[config.mk]
export PLATFORM = sky130hd
export DESIGN_NAME = sfbm_queue
export DESIGN_NICKNAME = d
export VERILOG_FILES = /design/src/simplex_fbm_height_sampler_defines.svh /design/src/sfbm_pkg.sv /design/src/sfbm_queue.sv
export SDC_FILE = /design/constraint.sdc
export NUM_CORES = 1
export LEC_CHECK = 0
export ABC_AREA = 1
export BUFFER_PORTS_ARGS = -buffer_cell sky130_fd_sc_hd__clkbuf_2
export CAP_MARGIN = 20
export CORE_MARGIN = 4
export CORE_UTILIZATION = 40
export DETAILED_ROUTE_END_ITERATION = 12
export HOLD_SLACK_MARGIN = 0.08
export SYNTH_ARGS = -nofsm -noshare
export SYNTH_HDL_FRONTEND = slang
export SYNTH_SLANG_ARGS = --single-unit
[constraint.sdc]
create_clock -name clk_i -period 5.7 [get_ports clk_i]
set_clock_uncertainty 0.15 [all_clocks]
set_input_delay 0 -clock clk_i [delete_from_list [all_inputs] [get_ports clk_i]]
set_output_delay 0 -clock clk_i [all_outputs]
set_load 0.1 [all_outputs]
[src/simplex_fbm_height_sampler_defines.svh]
// Assertion macros shared by the height sampler RTL.
// Each macro expects clk_i and rst_ni in the scope where it is used.
`ifndef SIMPLEX_FBM_HEIGHT_SAMPLER_DEFINES_SVH
`define SIMPLEX_FBM_HEIGHT_SAMPLER_DEFINES_SVH

// Same-cycle implication.
`define SFBM_ASSERT_NOW(lbl, ante, cons) \
  lbl: assert property (@(posedge clk_i) disable iff (!rst_ni) (ante) |-> (cons)) \
    else $error("sfbm assertion failed");

// Next-cycle implication.
`define SFBM_ASSERT_NEXT(lbl, ante, cons) \
  lbl: assert property (@(posedge clk_i) disable iff (!rst_ni) (ante) |=> (cons)) \
    else $error("sfbm assertion failed");

`endif

[src/sfbm_pkg.sv]
// Types and constants of the simplex fBm height sampler.
// No dependencies; every other source file but the defines header imports this package.
package sfbm_pkg;

  localparam int TABLE_DEPTH = 512;
  localparam int TAB_AW      = 9;
  localparam int COORD_MAX_W = 16;
  localparam int FREQ_W      = 36;
  localparam int CQ_W        = 28;
  localparam int CELL_W      = CQ_W + 1 - 16;
  localparam int OFS_W       = 24;
  localparam int QDEPTH      = 2;
  localparam int CFG_IDX_W   = 3;
  localparam int CFG_DATA_W  = 24;

  localparam int SKEW_Q16    = 23987;
  localparam int UNSKEW_Q16  = 13849;
  localparam int HALF_Q16    = 32768;
  localparam int NOISE_SCALE = 40;
  localparam int NOISE_ONE   = 16384;

  localparam logic [23:0] RST_BASE_FREQ   = 24'd209715;
  localparam logic [4:0]  RST_OCTAVES     = 5'd6;
  localparam logic [14:0] RST_LACUNARITY  = 15'd8192;
  localparam logic [15:0] RST_PERSISTENCE = 16'd42598;
  localparam logic [7:0]  RST_HEIGHT_LOW  = 8'd0;
  localparam logic [7:0]  RST_HEIGHT_HIGH = 8'd255;

  typedef enum logic [CFG_IDX_W-1:0] {
    CFG_BASE_FREQ   = 3'd0,
    CFG_OCTAVES     = 3'd1,
    CFG_LACUNARITY  = 3'd2,
    CFG_PERSISTENCE = 3'd3,
    CFG_HEIGHT_LOW  = 3'd4,
    CFG_HEIGHT_HIGH = 3'd5
  } cfg_idx_e;

  typedef enum logic {
    KIND_LOAD   = 1'b0,
    KIND_SAMPLE = 1'b1
  } kind_e;

  typedef struct packed {
    logic [23:0] base_freq;
    logic [4:0]  octaves;
    logic [14:0] lacunarity;
    logic [15:0] persistence;
    logic [7:0]  height_low;
    logic [7:0]  height_high;
  } cfg_t;

  typedef struct packed {
    kind_e                  kind;
    logic [TAB_AW-1:0]      index;
    logic [7:0]             value;
    logic [COORD_MAX_W-1:0] tx;
    logic [COORD_MAX_W-1:0] ty;
  } entry_t;

  typedef struct packed {
    logic [1:0] count;
    logic       full;
  } q_stat_t;

  typedef struct packed {
    logic busy;
    logic out_full;
  } back_stat_t;

endpackage

[src/sfbm_queue.sv]
// Short FIFO that decouples the front end from the sample engine.
// Depends on sfbm_pkg.
module sfbm_queue import sfbm_pkg::*; (
  input  logic    clk_i,
  input  logic    rst_ni,
  input  logic    push_i,
  input  entry_t  entry_i,
  input  logic    pop_i,
  output entry_t  head_o,
  output logic    head_valid_o,
  output q_stat_t stat_o
);

  localparam int QAW = $clog2(QDEPTH);

  entry_t           mem_q [QDEPTH];
  logic [QAW-1:0]   wr_ptr_q, rd_ptr_q;
  logic [1:0]       count_q;
  logic             full, do_push, do_pop;

  assign full         = (count_q == 2'(QDEPTH));
  assign do_push      = push_i && !full;
  assign do_pop       = pop_i && (count_q != 2'd0);
  assign head_o       = mem_q[rd_ptr_q];
  assign head_valid_o = (count_q != 2'd0);
  assign stat_o.count = count_q;
  assign stat_o.full  = full;

  always_ff @(posedge clk_i or negedge rst_ni) begin
    if (!rst_ni) begin
      wr_ptr_q <= '0;
      rd_ptr_q <= '0;
      count_q  <= '0;
    end else begin
      if (do_push) wr_ptr_q <= wr_ptr_q + 1'b1;
      if (do_pop) rd_ptr_q <= rd_ptr_q + 1'b1;
      if (do_push && !do_pop) begin
        count_q <= count_q + 2'd1;
      end else if (do_pop && !do_push) begin
        count_q <= count_q - 2'd1;
      end
    end
  end

  always_ff @(posedge clk_i) begin
    if (do_push) mem_q[wr_ptr_q] <= entry_i;
  end

endmodule

# Yosys cells after proc, flatten, opt, wreduce, memory -nomap -nowiden
# Memories as Yosys holds them, arrays and structs flattened.
# Cells that the tools add are included.
classes:
  add_sub_neg: 4
  n_mul: 0
  n_div: 0
  magnitude_cmp: 0
  eq_ne: 1
  shifts: 0
  mux: 4
  n_bitwise: 0
  n_reduce_logical: 9
op_table:
  columns: ["op", "n"]
  rows:
  - ["logical AND 1 bit", 4]
  - ["two-way mux 2 bit", 2]
  - ["nonzero test 2 bit", 2]
  - ["zero test 1 bit", 3]
  - ["adder 1 bit, second input constant", 2]
  - ["adder 2 x 1 -> 2 bit, second input constant", 1]
  - ["equality test 2 bit, second input constant", 1]
  - ["two-way mux 1 bit", 2]
  - ["subtractor 2 x 1 -> 2 bit, second input constant", 1]
word_totals:
  regBits: 4
  latchBits: 0
  ramBits: 100
  rom_bits: 0
  out_inout_bits: 54
  word_cells: 22
  memories: 1
memory_table:
  columns: ["memory", "depth", "word_bits", "read_ports", "rd_ports_with_merged_regs", "wr", "line", "text"]
  rows:
  - ["mem_q", 2, 50, 1, 0, 1, "sfbm_queue.sv:16", "entry_t mem_q [QDEPTH];"]

# Logic depth before layout (Yosys ltp)
logic_depth:
  ltp_word: 7
  ltp_mapped: 9
  ltp_nobuf: 9

# Worst setup path before layout
# No wires, ideal clock.
synth_path:
  path_type: "flip-flop to flip-flop"
  from: "register count_q[0]"
  to: "memory mem_q[1][0] in the netlist's numbering (enable)"
  t_arrival_ns: 3.413
  slack_ns: 1.679
  path_stages_with_launch: 3
  path_buffers: 0
  period_less_slack_ns: 4.021
  cell_sequence: "dfrtp_1 o21ai_0 nor2_1"
synth_via:
  elab_chain_len: 5
synth_rtl:
  columns: ["element", "line", "text"]
  rows:
  - ["from (decl)", "sfbm_queue.sv:18", "logic [1:0] count_q;"]
  - ["from (signal assigned)", "sfbm_queue.sv:38", "count_q <= count_q + 2'd1;"]
  - ["from (signal assigned)", "sfbm_queue.sv:40", "count_q <= count_q - 2'd1;"]
  - ["equality test 2 bit", "sfbm_queue.sv:21", "assign full = (count_q == 2'(QDEPTH));"]
  - ["zero test 1 bit", "sfbm_queue.sv:22", "assign do_push = push_i && !full;"]
  - ["logical AND 1 bit", "sfbm_queue.sv:22", null]
  - ["two-way mux 1 bit", "sfbm_queue.sv:46", "if (do_push) mem_q[wr_ptr_q] <= entry_i;"]
  - ["two-way mux 1 bit (not written as such)", "sfbm_queue.sv:46", null]
  - ["to (decl)", "sfbm_queue.sv:16", null]
# Every way passes these cells.

==> impl_metrics.toml <==
[synthesis]
synth_seq_area_share_pct = 78.46
synthTopCellsByArea = "edfxtp_1 76%, nand2_1 14%, dfrtp_1 2.5%"
synth-main-ff-cell = "edfxtp_1"
post_synth_most_frequent_cells = "148 x nand2_1, 100 x edfxtp_1, 13 x nand2_2"
netlist.area_leader.share_pct = 75.93
yosysUniqueCellTypes = 18
syn-cell-area_mm2 = 0.003955
synthesis.instances = 294
synth_most_common_cell = "nand2_1"
register_bit_count_reported_by_yosys = 104
netlist.top_cell.by_area = "edfxtp_1"
synth-warning-count = 0
synth_area_per_cell_um2 = 13.45
synth_edf_count = 100
synthArstFlopShare_pct = 3.846
syn_nets = 349

[detailed_routing]
route.final.wire_length_mm = 7.763
drtAntennaViolNets = 0
detailroute.via_count = 2554
detail_route.drc_violations = 0
avgRoutedWirePerCell_um = 13.07
viasPerCell = 4.300
number_of_detailed_route_iterations_in_the_first_pass = 4
starting_drc_count_in_detailed_routing = 81

[worst_setup_path]
worstPathRequired_ns = 5.55
cp_slowest_stage_delay_ns = 1.04
worstPathCellList = "inv_6 -> nand2_1 -> nand2_1 -> clkbuf_2"
cpMaxStageDelayCell = "dfrtp_2"
worstSetupPathType = "register to primary output"
critical-path-top-cell-by-count = "nand2_1"
worstSetupStartpointType = "register"
critical_path.endpoint_type = "primary output"
worst-endpoint-arrival_ns = 2.43
path_max_fanout = 52

[layout]
fill_cells = 825
final-seq-area_mm2 = 0.003104
finish.cell_count_without_fillers = 594
finish.instance_area_mm2 = 0.005311
multiInputGateArea_um2 = 708.2
layout-drive-gt1-share_pct = 31.02
p_r_area_growth_vs_syn_pct = 34.29
insertedDiodeCount = 0
final_stage_net_count = 511

[global_routing]
antenna_found_initial = 0
grt_usage_pct = 14.31
grt_start_max_net_pins = 53
first_global_vias = 2657
grt.overflow.total = 0
wire_length_of_the_first_global_routing_pass_mm = 12.65

[placed_design]
gpl.final_weighted_congestion = 0.6738
port-buffer-count = 107
placed_cells_incl_taps = 524
post_dp_cell_area_mm2 = 0.004577
detailed_place_hpwl_mm = 4.624

[cts]
cts_num_sinks = 104
register_clock_pin_slew_on_the_reported_worst_setup_and_hold_paths_ns = 0.10
cts-root-to-sink-buffers = 2
ctsHtreeMaxLevel = 3
post_cts_resize_count = 0
cts-root-buf = "clkbuf_8"
cts_made_buffers = 9
clock_insertion_delay_worst_skew_ns = 0.35
tritoncts = "done"

[floorplanning]
num_rows = 36
placeableCoreArea_mm2 = 0.009684
initial_core_util_pct = 40.84
die_x_um = 107.4
design.die.area_mm2 = 0.01154
die_h_um = 107.4
ios = 108

[sta]
timing.final.hold_violations = 0
setup-tns-final_ns = 0
period_needed_ns = 2.579
final_slew_viol_count = 0
final-setup-viol-count = 0
max_clock_freq_mhz = 387.8
worstMarginPinSlew_ns = 1.006
fin_hold_ws_ns = 0.2094
worst_slew_margin_rel_pct = 32.93
rsz0062_at_grt = "false"
layout_worst_path_cycle_share_pct = 45.24

[flow_run]
maxCapViolations = 0

[outcome]
outcome = "finished, final reports clean"

[worst_hold_path]
hp-class = "primary input to register"
[cells by family (layout without fill, tap and decap cells)]
logic type	Yosys count	after routing	synth area share, %
AO/OA/AOI/OAI	1	1	0.1264
XOR/XNOR	1	1	0.2215
adder cells (fa/ha/maj)	1	1	0.3163
buffers and inverters	20	187	3.828
flip-flops	104	104	78.46
AND/OR/NAND/NOR	167	167	17.05
[worst paths after layout]
| kind | from | endpoint | slack [ns] | cells after the start |
|---|---|---|---|---|
| setup / recovery | rd_ptr_q | head_o[44] | 3.12 | 4 |
| hold / removal | entry_i[10] | mem_q[0][10] | 0.21 | 2 |
| setup reg to reg | count_q[1] | mem_q[1][15] | 3.40 | 4 |
| hold reg to reg | wr_ptr_q | wr_ptr_q | 0.34 | 2 |
| max in group asynchronous | rst_ni | rd_ptr_q | 4.80 | 3 |
| min in group asynchronous | rst_ni | count_q[1] | 0.42 | 3 |
[timing repair]
action | in CTS | in global routing
hold buffers | 54 | 0
endpoints found under the hold margin | 108 | 0
buffers inserted | 0 | 0
[cells in the final DEF, fill, tap and decap left out, drive strengths merged]
cell         count
nand2          161
clkbuf         116
edfxtp         100
dlygate4sd3     54
inv             10
dfrtp            4
nor2             3
nand3            2
clkinv           2
clkinvlp         2
buf              2
o21ai            1
xnor2            1
nand4            1
ha               1
bufinv           1
[cell type report]
class,count,share of cell area (%)
Inverter,8,0.6596
Clock buffer,9,2.332
Timing Repair Buffer,163,20.78
Clock inverter,7,1.319
Sequential cell,104,58.45
Multi-Input combinational cell,170,13.33
Tap cell,133,3.133
[metrics by stage]
step	setup WS [ns]	util, %
6_report	3.121	54.85
5_1_grt	2.819	54.85
4_1_cts	3.028	54.85
3_5_place_dp	3.357	47.26
3_3_place_gp	3.467	47.05
2_1_floorplan	1.679	-
[worst max-delay path, delay by kind of cell (launching register included)]
family | cells | cell delay, ns
flops | 1 | 1.04
simple gates | 2 | 0.24
buf+inv | 2 | 0.73
[per-layer routing]
metal	track usage, %	part of all wire (%)	vias up
li1	-	-	1299
met1	17.09	41	1172
met2	24.84	51	73
met3	3.719	6.4	10
met4	5.410	1.6	0
met5	0	0	-
[flip-flops by register name (all words and copies together), names as in the netlist]
register and cells:
count_q 2, mem_q 100, rd_ptr_q 1, wr_ptr_q 1
Power is not shown: default switching activity piles up to over one toggle a cycle in this logic, so the estimate is an artifact.
